### src/rtl/blpr_pkg.sv
// blpr_pkg: shared types and constants for the bounded list unit
// holds beat payload structs, operation and status codes, widths
// no dependencies
`default_nettype none

package blpr_pkg;

   localparam int DEPTH   = 16;
   localparam int CNT_W   = $clog2(DEPTH + 1);
   localparam int IDX_W   = $clog2(DEPTH);
   localparam int POS_W   = 4;
   localparam int CMP_W   = (CNT_W > POS_W) ? CNT_W : POS_W;
   localparam int ENTRY_W = 5;

   localparam logic [1:0] KIND_APPEND      = 2'd0;
   localparam logic [1:0] KIND_REMOVE_FRONT = 2'd1;
   localparam logic [1:0] KIND_REMOVE_BACK = 2'd2;
   localparam logic [1:0] KIND_REMOVE_AT   = 2'd3;

   localparam logic [1:0] STAT_OK     = 2'd0;
   localparam logic [1:0] STAT_EMPTY  = 2'd1;
   localparam logic [1:0] STAT_FULL   = 2'd2;
   localparam logic [1:0] STAT_BADPOS = 2'd3;

   typedef struct packed {
      logic [1:0]        kind;
      logic signed [31:0] item_value;
      logic [POS_W-1:0]  position;
   } req_type;

   typedef struct packed {
      logic signed [31:0] removed_value;
      logic [1:0]         status;
      logic [ENTRY_W-1:0] entry_count;
   } rsp_type;

   typedef struct packed {
      logic       append;
      logic       remove;
      logic       load;
      logic [1:0] status;
   } cmd_type;

   typedef struct packed {
      logic empty;
      logic full;
      logic pos_bad;
   } flags_type;

endpackage

`default_nettype wire

### src/rtl/blpr_datapath.sv
// blpr_datapath: shifting entry cells, count and result register
// depends on blpr_pkg; driven by commands from blpr_ctrl
`default_nettype none

module blpr_datapath (
   input  wire logic              clock,
   input  wire logic              reset,
   input  wire blpr_pkg::req_type req_data,
   input  wire blpr_pkg::cmd_type cmd,
   output blpr_pkg::flags_type    flags,
   output blpr_pkg::rsp_type      rsp_data
);
   import blpr_pkg::*;

   logic [31:0]      entries_ff [DEPTH];
   logic [CNT_W-1:0] count_ff;
   logic [CNT_W-1:0] count_in;
   logic [CMP_W-1:0] take_idx;
   logic [31:0]      take_value;
   rsp_type          rsp_ff;
   rsp_type          rsp_in;

   always_comb begin
      flags.empty   = (count_ff == '0);
      flags.full    = (count_ff == CNT_W'(DEPTH));
      flags.pos_bad = (CMP_W'(req_data.position) >= CMP_W'(count_ff));
   end

   always_comb begin
      unique case (req_data.kind)
         KIND_REMOVE_FRONT: take_idx = '0;
         KIND_REMOVE_BACK:  take_idx = CMP_W'(count_ff - CNT_W'(1));
         default:           take_idx = CMP_W'(req_data.position);
      endcase
      take_value = entries_ff[take_idx[IDX_W-1:0]];
   end

   always_comb begin
      count_in = count_ff;
      if (cmd.append) begin
         count_in = count_ff + CNT_W'(1);
      end else if (cmd.remove) begin
         count_in = count_ff - CNT_W'(1);
      end
      rsp_in.removed_value = cmd.remove ? take_value : '0;
      rsp_in.status        = cmd.status;
      rsp_in.entry_count   = ENTRY_W'(count_in);
   end

   always_ff @(posedge clock) begin
      if (reset) begin
         count_ff <= '0;
      end else begin
         count_ff <= count_in;
      end
   end

   always_ff @(posedge clock) begin
      for (int i = 0; i < DEPTH - 1; i++) begin
         if (cmd.remove && (i >= int'(take_idx))) begin
            entries_ff[i] <= entries_ff[i+1];
         end
      end
      if (cmd.append) begin
         entries_ff[count_ff[IDX_W-1:0]] <= req_data.item_value;
      end
      if (cmd.load) begin
         rsp_ff <= rsp_in;
      end
   end

   assign rsp_data = rsp_ff;

`ifndef SYNTHESIS
   a_count_bound: assert property (@(posedge clock) disable iff (reset)
      count_ff <= CNT_W'(DEPTH))
      else $error("count beyond depth");
   a_append_grows: assert property (@(posedge clock) disable iff (reset)
      cmd.append |=> count_ff == $past(count_ff) + CNT_W'(1))
      else $error("append did not grow count");
   a_remove_shrinks: assert property (@(posedge clock) disable iff (reset)
      cmd.remove |=> count_ff == $past(count_ff) - CNT_W'(1))
      else $error("removal did not shrink count");
   a_fail_holds: assert property (@(posedge clock) disable iff (reset)
      (cmd.load && cmd.status != STAT_OK) |=> $stable(count_ff))
      else $error("failed beat changed count");
   a_one_op: assert property (@(posedge clock) disable iff (reset)
      !(cmd.append && cmd.remove))
      else $error("append and removal together");
`endif

endmodule

`default_nettype wire

### src/rtl/blpr_ctrl.sv
// blpr_ctrl: handshake state machine and operation decode
// depends on blpr_pkg; drives commands into blpr_datapath
`default_nettype none

module blpr_ctrl (
   input  wire logic                clock,
   input  wire logic                reset,
   input  wire logic                req_valid,
   output logic                     req_stall,
   input  wire logic [1:0]          req_kind,
   output logic                     rsp_valid,
   input  wire logic                rsp_stall,
   input  wire blpr_pkg::flags_type flags,
   output blpr_pkg::cmd_type        cmd
);
   import blpr_pkg::*;

   localparam logic OUT_EMPTY = 1'b0;
   localparam logic OUT_FULL  = 1'b1;

   logic state_ff;
   logic state_in;
   logic accept;
   logic [1:0] status;

   assign rsp_valid = (state_ff == OUT_FULL);
   assign req_stall = (state_ff == OUT_FULL) && rsp_stall;
   assign accept    = req_valid && !req_stall;

   always_comb begin
      priority if (req_kind == KIND_APPEND) begin
         status = flags.full ? STAT_FULL : STAT_OK;
      end else if (flags.empty) begin
         status = STAT_EMPTY;
      end else if (req_kind == KIND_REMOVE_AT && flags.pos_bad) begin
         status = STAT_BADPOS;
      end else begin
         status = STAT_OK;
      end
      cmd.load   = accept;
      cmd.status = status;
      cmd.append = accept && (req_kind == KIND_APPEND) && (status == STAT_OK);
      cmd.remove = accept && (req_kind != KIND_APPEND) && (status == STAT_OK);
   end

   always_comb begin
      state_in = state_ff;
      unique case (state_ff)
         OUT_EMPTY: begin
            if (accept) state_in = OUT_FULL;
         end
         OUT_FULL: begin
            if (!rsp_stall && !accept) state_in = OUT_EMPTY;
         end
         default: state_in = OUT_EMPTY;
      endcase
   end

   always_ff @(posedge clock) begin
      if (reset) begin
         state_ff <= OUT_EMPTY;
      end else begin
         state_ff <= state_in;
      end
   end

`ifndef SYNTHESIS
   a_accept_fills: assert property (@(posedge clock) disable iff (reset)
      accept |=> rsp_valid)
      else $error("accepted beat left no result");
   a_drain_empties: assert property (@(posedge clock) disable iff (reset)
      (rsp_valid && !rsp_stall && !req_valid) |=> !rsp_valid)
      else $error("result repeated");
   a_no_cmd_idle: assert property (@(posedge clock) disable iff (reset)
      !accept |-> !(cmd.append || cmd.remove))
      else $error("state change without accepted beat");
`endif

endmodule

`default_nettype wire

### src/rtl/bounded_list_with_positional_removal_unit.sv
// bounded_list_with_positional_removal_unit: top level of the bounded list
// depends on blpr_pkg, blpr_ctrl and blpr_datapath
//
// Ordered list of up to DEPTH (16) signed 32-bit entries held in shifting
// register cells. Each request beat appends at the back, removes the front,
// removes the back or removes at a position, closing the gap in the same
// cycle; every request yields one response beat with the removed value
// (zero when nothing is removed), a status (ok, empty, full, bad position)
// and the new count. The cells shift in the cycle of acceptance and the
// response register holds the result, so a new request is taken each
// cycle while the response side keeps up, and a request is taken even
// while a response waits whenever the response is taken in that same
// cycle.
`default_nettype none

module bounded_list_with_positional_removal_unit (
   input  wire logic              clock,
   input  wire logic              reset,
   input  wire logic              req_valid,
   output logic                   req_stall,
   input  wire blpr_pkg::req_type req_data,
   output logic                   rsp_valid,
   input  wire logic              rsp_stall,
   output blpr_pkg::rsp_type      rsp_data
);
   import blpr_pkg::*;

   cmd_type   cmd;
   flags_type flags;

   blpr_ctrl u_ctrl (
      .clock     (clock),
      .reset     (reset),
      .req_valid (req_valid),
      .req_stall (req_stall),
      .req_kind  (req_data.kind),
      .rsp_valid (rsp_valid),
      .rsp_stall (rsp_stall),
      .flags     (flags),
      .cmd       (cmd)
   );

   blpr_datapath u_datapath (
      .clock    (clock),
      .reset    (reset),
      .req_data (req_data),
      .cmd      (cmd),
      .flags    (flags),
      .rsp_data (rsp_data)
   );

endmodule

`default_nettype wire
### config.mk
export PLATFORM = sky130hd
export DESIGN_NAME = bounded_list_with_positional_removal_unit
export DESIGN_NICKNAME = d
export VERILOG_FILES = /design/src/rtl/blpr_pkg.sv /design/src/rtl/blpr_datapath.sv /design/src/rtl/blpr_ctrl.sv /design/src/rtl/bounded_list_with_positional_removal_unit.sv
export SDC_FILE = /design/constraint.sdc
export NUM_CORES = 1
export LEC_CHECK = 0
export ABC_CLOCK_PERIOD_IN_PS = 5500
export BUFFER_PORTS_ARGS = -buffer_cell sky130_fd_sc_hd__buf_2
export CAP_MARGIN = 20
export CORE_AREA = 2 2 217 219
export CTS_CLUSTER_DIAMETER = 120
export DETAILED_ROUTE_END_ITERATION = 7
export DIE_AREA = 0 0 219 221
export PLACE_DENSITY = 0.77
export SLEW_MARGIN = 20
export SYNTH_ARGS = -nofsm -noshare
export SYNTH_HDL_FRONTEND = slang
export SYNTH_SLANG_ARGS = --single-unit
### constraint.sdc
create_clock -name clock -period 5.5 [get_ports clock]
set_clock_uncertainty 0.05 [all_clocks]
set_input_delay 0.275 -clock clock [delete_from_list [all_inputs] [get_ports clock]]
set_output_delay 0.275 -clock clock [all_outputs]
set_load 0.05 [all_outputs]
==> qor.yml, run 1 <==
pwr:
  design_power_total_w: 0.0118
  peakVddDrop_v: 0.000272
  leakage_component_of_the_power_nw: 10.9
  powerDensity_nw_per_um2: 379
yosys:
  synth.yosys.warnings: 0
  syn_area_um2: 28300
  syn_inst: 1889
  yosys_most_used_dff: "sky130_fd_sc_hd__edfxtp_1"
  synthArstFlopShare: 0
  yosys.area.top_type: "sky130_fd_sc_hd__edfxtp_1"
  postSynthRegisterBits: 557
  yosys.area.top_type_share: 0.585
  postSynthNetCount: 1943
  mean_instance_size_in_the_synthesized_netlist_um2: 15.0
  fraction_of_the_yosys_area_taken_by_sequential_cells: 0.590
  post_synth_main_area_contributors: "sky130_fd_sc_hd__edfxtp_1 (59%), sky130_fd_sc_hd__mux2_2 (24%), sky130_fd_sc_hd__mux2i_1 (4.5%)"
  yosys.cell_types.count: 45
  synth-edff-count: 551
sta:
  final-max-slew-violation-count: 0
  tightestPinTransition_ns: 1.03
  max-slew-margin-rel: 0.312
  timing.final.setup_violations: 0
  final_hold_viol_count: 0
  max_freq_ghz: 0.232
  min_period_over_period: 0.784
  post-route-min-period_ns: 4.31
  setup_repair_after_global_routing_missed_its_margin: "no"
  fin_hold_ws_ns: 0.00950
  setup_total_negative_slack_ns: 0
floorplanning:
  initial_utilization: 0.614
  core_area_um2: 46100
  rows: 79
  design.die.area_um2: 48400
  die_h_um: 221
  design.portCount: 83
  dieWidth_um: 219
cts:
  clock_path_buffers: 3
  clk_pin_slew_ns: 0.06
  cts_tree: "done"
  cts-resized-gates: 0
  clk-insertion-delay-late_ns: 0.62
  numCtsBuffers: 56
  clock_tree.root_cell: "sky130_fd_sc_hd__clkbuf_16"
  tritoncts_num_sinks: 557
  htree_num_levels: 2
  post-cts-setup-buffer-count: 0
worst_setup_path:
  critical-path-max-stage-delay_ns: 0.96
  cp_cell_sequence: "inv_1, ha_1, or3b_1, a21oi_2, nor3_1, a21boi_4, nand2_1, o21ai_4, buf_4"
  critPathMaxFanout: 24
  worst-setup-path-type: "flop to flop"
  critical-path-slowest-cell: "sky130_fd_sc_hd__o21ai_4"
  timing.critical_path.required_ns: 5.77
  worst_setup_path_end_kind: "flop"
  critPathLaunchType: "flop"
  cp.arrival_ns: 4.59
detailed_routing:
  avgRoutedWirePerCell_um: 27.4
  first_iteration_detailed_routing_drc_count: 1657
  drt-pass1-iter-count: 7
  viasPerCell: 6.60
  wl_mm: 70.7
  number_of_nets_with_antenna_violations_after_detailed_routing: 0
  drc: 0
  detailroute.via_count: 17067
place:
  weighted_congestion_at_the_end_of_routability_driven_global_placement: 0.838
  placedInstanceArea_um2: 29300
  portBuffers: 82
  detailed_place_hpwl_mm: 42.8
global_routing:
  grt_first_pass_wirelength_mm: 107
  pin_count_of_the_biggest_net_entering_global_routing: 188
  overflow: 0
  grt_pass1_vias: 16951
  number_of_antenna_violations_at_the_first_check_in_global_routing: 5
  groute.usage.overall: 0.293
cells_and_area:
  utilization: 0.677
  final_nets: 1987
  drive_above_1_share: 0.427
  area_delta_synth_final_pct: 10.3
  final_cell_area_um2: 31200
outcome:
  status: "complete, no violations"
hold_path:
  hold_path_class: "input port to flop"
job:
  drv_cap: 0
cells in the final DEF, fill, tap and decap left out, types with 4 or more instances in the layout:
master / instances
sky130_fd_sc_hd__a21oi_1: 11
sky130_fd_sc_hd__a41oi_1: 32
sky130_fd_sc_hd__and2_1: 4
sky130_fd_sc_hd__and3_1: 4
sky130_fd_sc_hd__buf_12: 5
sky130_fd_sc_hd__buf_2: 82
sky130_fd_sc_hd__buf_4: 42
sky130_fd_sc_hd__clkbuf_1: 17
sky130_fd_sc_hd__clkbuf_16: 57
sky130_fd_sc_hd__clkinv_1: 13
sky130_fd_sc_hd__clkinv_2: 8
sky130_fd_sc_hd__dfxtp_1: 6
sky130_fd_sc_hd__dlygate4sd3_1: 18
sky130_fd_sc_hd__edfxtp_1: 551
sky130_fd_sc_hd__ha_1: 12
sky130_fd_sc_hd__inv_1: 11
sky130_fd_sc_hd__mux2_1: 6
sky130_fd_sc_hd__mux2_2: 604
sky130_fd_sc_hd__mux2i_1: 128
sky130_fd_sc_hd__nand2_1: 140
sky130_fd_sc_hd__nand3_1: 6
sky130_fd_sc_hd__nand3_2: 11
sky130_fd_sc_hd__nand4_1: 4
sky130_fd_sc_hd__nor2_1: 11
sky130_fd_sc_hd__nor3_1: 4
sky130_fd_sc_hd__o211ai_1: 129
sky130_fd_sc_hd__o21ai_4: 14
sky130_fd_sc_hd__xnor2_1: 4
report_power, final:
group	total, W	internal [W]	switching, W
logic	0.00244	0.000930	0.00151
registers	0.00573	0.00546	0.000269
clock network	0.00366	0.00203	0.00162
Yosys cell counts, types with 3 or more instances:
master / instances
sky130_fd_sc_hd__o21ai_0: 13
sky130_fd_sc_hd__a21oi_1: 11
sky130_fd_sc_hd__nor2_1: 11
sky130_fd_sc_hd__buf_2: 61
sky130_fd_sc_hd__and3_1: 4
sky130_fd_sc_hd__inv_1: 12
sky130_fd_sc_hd__and2_1: 5
sky130_fd_sc_hd__dfxtp_1: 6
sky130_fd_sc_hd__nand4_1: 4
sky130_fd_sc_hd__buf_1: 3
sky130_fd_sc_hd__ha_1: 12
sky130_fd_sc_hd__nand3_1: 17
sky130_fd_sc_hd__clkbuf_1: 70
sky130_fd_sc_hd__buf_4: 17
sky130_fd_sc_hd__mux2i_1: 128
sky130_fd_sc_hd__edfxtp_1: 551
sky130_fd_sc_hd__nor3_1: 5
sky130_fd_sc_hd__o211ai_1: 129
sky130_fd_sc_hd__mux2_1: 6
sky130_fd_sc_hd__or3_1: 3
sky130_fd_sc_hd__xnor2_1: 4
sky130_fd_sc_hd__mux2_2: 604
sky130_fd_sc_hd__nor2b_1: 5
sky130_fd_sc_hd__nand2_1: 142
sky130_fd_sc_hd__a41oi_1: 32
sky130_fd_sc_hd__buf_6: 10
final timing paths:
check,start,endpoint,slack [ns],cells past startpoint
hold reg to reg,u_datapath.entries_ff[15][11],u_datapath.entries_ff[14][11],0.52,1
setup / recovery,u_datapath.count_ff[0],u_datapath.entries_ff[12][3],1.19,9
hold / removal,req_data[18],u_datapath.entries_ff[15][14],0.009,1
setup reg to reg,u_datapath.count_ff[0],u_datapath.entries_ff[12][3],1.19,9
stage by stage:
step,instances,setup slack (ns)
after floorplan,1889,0.763
after global placement,2462,1.36
after detailed placement,2462,1.21
after CTS,2580,1.18
after global routing,2582,0.869
final,2584,1.19
registers in the layout, summed over array words and instances (netlist names):
name,cells
u_datapath.rsp_data,39
u_datapath.count_ff,5
u_ctrl.rsp_valid,1
u_datapath.entries_ff,512
what timing repair did:
item | CTS | global route
hold buffers | 18 | 0
endpoints found under the setup margin | 0 | 0
endpoints found under the hold margin | 20 | 0
final cells by class:
class	count	area (um2)
diodes	2	5.00
clock buffers	74	1490
fillers	3198	14900
inverters	12	46.3
multi-input cells	1158	11000
well taps	607	759
flip-flops and latches	557	16700
repair buffers	148	1030
clock inverters	26	199
worst max-delay path: cells and delay by family, from the launching register on:
family / cells / cell delay, ns
AO/OA/AOI/OAI: 3 / 1.46
AND/OR/NAND/NOR: 3 / 1.18
buffers and inverters: 2 / 0.49
flip-flops: 1 / 0.47
adder cells (fa/ha/maj): 1 / 0.35
cell families after synthesis:
logic type | after synthesis | synth area share
DFF | 557 | 0.590
buffers and inverters | 174 | 0.0311
adders and majority gates | 12 | 0.00531
and+or+nand+nor | 203 | 0.0307
muxes | 738 | 0.288
AOI/OAI and AO/OA | 200 | 0.0533
xor gates and xnor gates | 5 | 0.00155
routing by layer:
layer / GRT usage / share of wire / vias to the layer above
met3: 0.0433 / 0.066 / 110
met5: 0 / 0.00028 / -
met4: 0.0889 / 0.025 / 4
met1: 0.427 / 0.44 / 8881
met2: 0.457 / 0.47 / 602
li1: - / - / 7470
(Power assumes the default switching activity.)
==> inputs of run 2 (changes only) <==
- ABC_AREA: default -> 1
- ABC_CLOCK_PERIOD_IN_PS: 5500 -> 3700
- CORE_AREA: 2 2 217 219 -> 2 2 229 231
- DIE_AREA: 0 0 219 221 -> 0 0 231 233
- PLACE_DENSITY: 0.77 -> 0.74
- clock period: 5.5 -> 3.7 ns (I/O delays scaled with it)
==> run 2 against run 1 <==
Compared with the run above: final area is 2.7% higher; flip-flop and latch count unchanged; combinational power increased by 37%; routed wire length grew 3.8%; cell count up 62%; global-route usage is 2.0 points lower; register-to-register slack lost 0.85 ns; power is 43% higher; first-iteration DRC count is 88% higher; worst hold slack better by 0.13 ns; setup slack worse by 0.85 ns; critical path type unchanged; largest power group unchanged.
==> qor.yml, run 2 <==
outcome:
  status: "complete, no violations"
floorplanning:
  design.die.area_um2: 53800
  dieWidth_um: 231
  core_area_um2: 51100
  initial_utilization: 0.569
  die_h_um: 233
  design.portCount: 83
  rows: 83
cells_and_area:
  mostFrequentLayoutCell: "sky130_fd_sc_hd__nand2_1"
  drive_above_1_share: 0.0817
  utilization: 0.627
  n_antenna_cell: 0
  final-instance-count-excl-fill: 4182
  most-common-layout-cells: "sky130_fd_sc_hd__nand2_1 (1533), sky130_fd_sc_hd__edfxtp_1 (551), sky130_fd_sc_hd__o21ai_0 (256)"
  area_delta_synth_final_pct: 10.2
  largest_register_ffs: 512
  final_nets: 3509
  fill_cells: 4287
  largest-register: "u_datapath.entries_ff"
worst_setup_path:
  critPathLaunch: "u_datapath.count_ff[0]"
  worst-setup-path-type: "flop to flop"
  r2r-end: "u_datapath.entries_ff[10][23]"
  rr_startpoint: "u_datapath.count_ff[0]"
  critPathTopFamily: "buffers and inverters"
  critical_path_buf_inv_count: 4
  crit_path_end: "u_datapath.entries_ff[10][23]"
  r2r.worst_path.cells: 11
  critPathLaunchType: "flop"
  critical_path_depth: 11
  worst_setup_path_end_kind: "flop"
  cp_cell_sequence: "inv_1, ha_1, nand2_2, o211ai_2, buf_4, nor2_2, nand2_2, buf_4, inv_2, nand2_1, nand2_1"
  cp.arrival_ns: 3.68
  critical-path-max-stage-delay_ns: 0.44
  timing.reg2reg.setup_slack_ns: 0.34
  critPathMaxFanout: 31
  critical-path-slowest-cell: "sky130_fd_sc_hd__buf_4"
  timing.critical_path.required_ns: 4.02
sta:
  post-route-min-period_ns: 3.36
  tightestPinTransition_ns: 1.16
  setup_repair_after_global_routing_missed_its_margin: "no"
  max-slew-margin-rel: 0.228
  max_freq_ghz: 0.298
  min_period_over_period: 0.908
  final-max-slew-violation-count: 0
  final_hold_viol_count: 0
  timing.final.setup_violations: 0
place:
  detailed_place_hpwl_mm: 50.2
  dp.cells: 4038
  portBuffers: 82
  weighted_congestion_at_the_end_of_routability_driven_global_placement: 0.935
yosys:
  fraction_of_the_yosys_area_taken_by_sequential_cells: 0.573
  synth.yosys.warnings: 0
  synth.cells.most_frequent: "sky130_fd_sc_hd__nand2_1 (1537), sky130_fd_sc_hd__edfxtp_1 (551), sky130_fd_sc_hd__o21ai_0 (259), sky130_fd_sc_hd__nand3_1 (222), sky130_fd_sc_hd__inv_1 (216)"
  yosys.area.top_type: "sky130_fd_sc_hd__edfxtp_1"
  synth.most_common_cell: "sky130_fd_sc_hd__nand2_1"
  yosys.cell_types.count: 35
  mean_instance_size_in_the_synthesized_netlist_um2: 8.42
  synth.mux.area_fraction: 0.0108
  syn_inst: 3451
  synth-xor-area-share: 0.000904
  synthArstFlopShare: 0
  synth_adder_area_share: 0.00516
  yosys.area.top_type_share: 0.569
  synth_top_family_by_area: "simple AND/OR/NAND/NOR gates"
  yosys_most_used_dff: "sky130_fd_sc_hd__edfxtp_1"
  postSynthRegisterBits: 557
  synth_compound_area_frac: 0.0773
  post_synth_main_area_contributors: "sky130_fd_sc_hd__edfxtp_1 (57%), sky130_fd_sc_hd__nand2_1 (20%), sky130_fd_sc_hd__o21ai_0 (4.5%)"
  synth-edff-count: 551
  postSynthNetCount: 3505
  synth_simple_gate_area_frac: 0.265
  syn_area_um2: 29100
cts:
  numCtsBuffers: 58
  clock_path_buffers: 3
  clock_tree.root_cell: "sky130_fd_sc_hd__clkbuf_16"
  clk_pin_slew_ns: 0.06
  clk-insertion-delay-late_ns: 0.64
  htree_num_levels: 2
  cts_tree: "done"
  tritoncts_num_sinks: 557
pwr:
  internal_power_w: 0.0118
  powerDensity_nw_per_um2: 529
  power.share.combinational: 0.197
  clk_network_pwr_share: 0.326
  power_switching_w: 0.00514
  peakVddDrop_v: 0.000366
  power_switching_share: 0.303
  leakage_component_of_the_power_nw: 13.6
  power.share.sequential: 0.477
job:
  drv_cap: 0
detailed_routing:
  wl_mm: 73.4
  viasPerCell: 5.57
  number_of_nets_with_antenna_violations_after_detailed_routing: 0
  first_iteration_detailed_routing_drc_count: 3109
  drc: 0
  drt-pass1-iter-count: 6
  avgRoutedWirePerCell_um: 17.6
  detailroute.via_count: 23274
global_routing:
  number_of_antenna_violations_at_the_first_check_in_global_routing: 1
  grt_first_pass_wirelength_mm: 116
  grt_pass1_vias: 21559
  pin_count_of_the_biggest_net_entering_global_routing: 106
  groute.usage.overall: 0.272
  overflow: 0
hold_path:
  hold_path_class: "input port to flop"
[run 2: changes by cell type after synthesis, moves of 47 or more]
| cell | previous run | this run |
|---|---|---|
| sky130_fd_sc_hd__a21oi_1 | 11 | 127 |
| sky130_fd_sc_hd__buf_2 | 61 | 108 |
| sky130_fd_sc_hd__inv_1 | 12 | 216 |
| sky130_fd_sc_hd__mux2_2 | 604 | 16 |
| sky130_fd_sc_hd__mux2i_1 | 128 | 0 |
| sky130_fd_sc_hd__nand2_1 | 142 | 1537 |
| sky130_fd_sc_hd__nand3_1 | 17 | 222 |
| sky130_fd_sc_hd__nor2_1 | 11 | 165 |
| sky130_fd_sc_hd__o211ai_1 | 129 | 25 |
| sky130_fd_sc_hd__o21ai_0 | 13 | 259 |
[run 2: logic make-up (layout without fill, tap and decap cells)]
kind of cell,count (synthesis),after routing
DFF,557,557
adders and majority gates,12,12
and+or+nand+nor,1952,1953
buffers and inverters,466,516
xor gates and xnor gates,3,3
muxes,28,28
AOI/OAI and AO/OA,433,433
[run 2: power by group through the flow]
stage	clock, W	combinational, W	sequential, W
after floorplan	0	0.00211	0.00833
after global routing	0.00584	0.00369	0.00814
after CTS	0.00559	0.00329	0.00808
after detailed placement	0	0.00324	0.00821
final	0.00552	0.00334	0.00809
after global placement	0	0.00315	0.00818
[run 2: through the flow]
step	hold slack (ns)	TNS, ns	power [W]	area (um2)	worst slack (ns)
global route	0.147	0	0.0177	32000	0.141
detailed placement	0.380	0	0.0115	29900	0.259
floorplan	0.204	-28.25	0.0104	29100	-0.334
CTS	0.105	0	0.0170	32000	0.238
finish	0.137	0	0.0170	32000	0.339
global placement	0.361	0	0.0113	29900	0.392
[run 2: worst register-to-register path, stage by stage, from the launching register on]
cell and delay, ns:
sky130_fd_sc_hd__dfxtp_1 0.36, sky130_fd_sc_hd__inv_1 0.23, sky130_fd_sc_hd__ha_1 0.30, sky130_fd_sc_hd__nand2_2 0.10
sky130_fd_sc_hd__o211ai_2 0.33, sky130_fd_sc_hd__buf_4 0.44, sky130_fd_sc_hd__nor2_2 0.15, sky130_fd_sc_hd__nand2_2 0.30
sky130_fd_sc_hd__buf_4 0.32, sky130_fd_sc_hd__inv_2 0.27, sky130_fd_sc_hd__nand2_1 0.17, sky130_fd_sc_hd__nand2_1 0.07
[run 2: worst min path at each step]
stage / slack [ns] / cells after the start / start / to
5_1_grt: 0.15 / 4 / req_data[37] / u_datapath.rsp_data[5]
4_1_cts: 0.10 / 4 / req_data[37] / u_datapath.rsp_data[5]
3_3_place_gp: 0.36 / 3 / req_valid / u_ctrl.rsp_valid
2_1_floorplan: 0.20 / 1 / reset / u_datapath.count_ff[1]
6_report: 0.14 / 4 / req_data[37] / u_datapath.rsp_data[5]
3_5_place_dp: 0.38 / 3 / req_valid / u_ctrl.rsp_valid
[run 2: repair_timing]
| action | in CTS | in global routing |
|---|---|---|
| endpoints found under the hold margin | 41 | 0 |
| hold buffers | 36 | 0 |
| buffers inserted | 0 | 0 |
| setup endpoints to repair | 0 | 53 |
| resized for setup | 0 | 1 |
[run 2: routing by layer]
metal | up-vias | global-route usage | share of wire
met2 | 1226 | 0.421 | 0.44
met1 | 10640 | 0.391 | 0.43
met3 | 128 | 0.0528 | 0.11
li1 | 11278 | - | -
met4 | 2 | 0.0796 | 0.022
met5 | - | 0 | 0.00025
[run 2: area by class of cell]
type	count	area (um2)	area share
multi-input combinational	2429	10600	0.330
tap	680	851	0.0266
timing repair buffer	181	1340	0.0419
sequential	557	16700	0.520
inverter	228	857	0.0267
clock inverter	30	209	0.00652
clock buffer	77	1540	0.0482
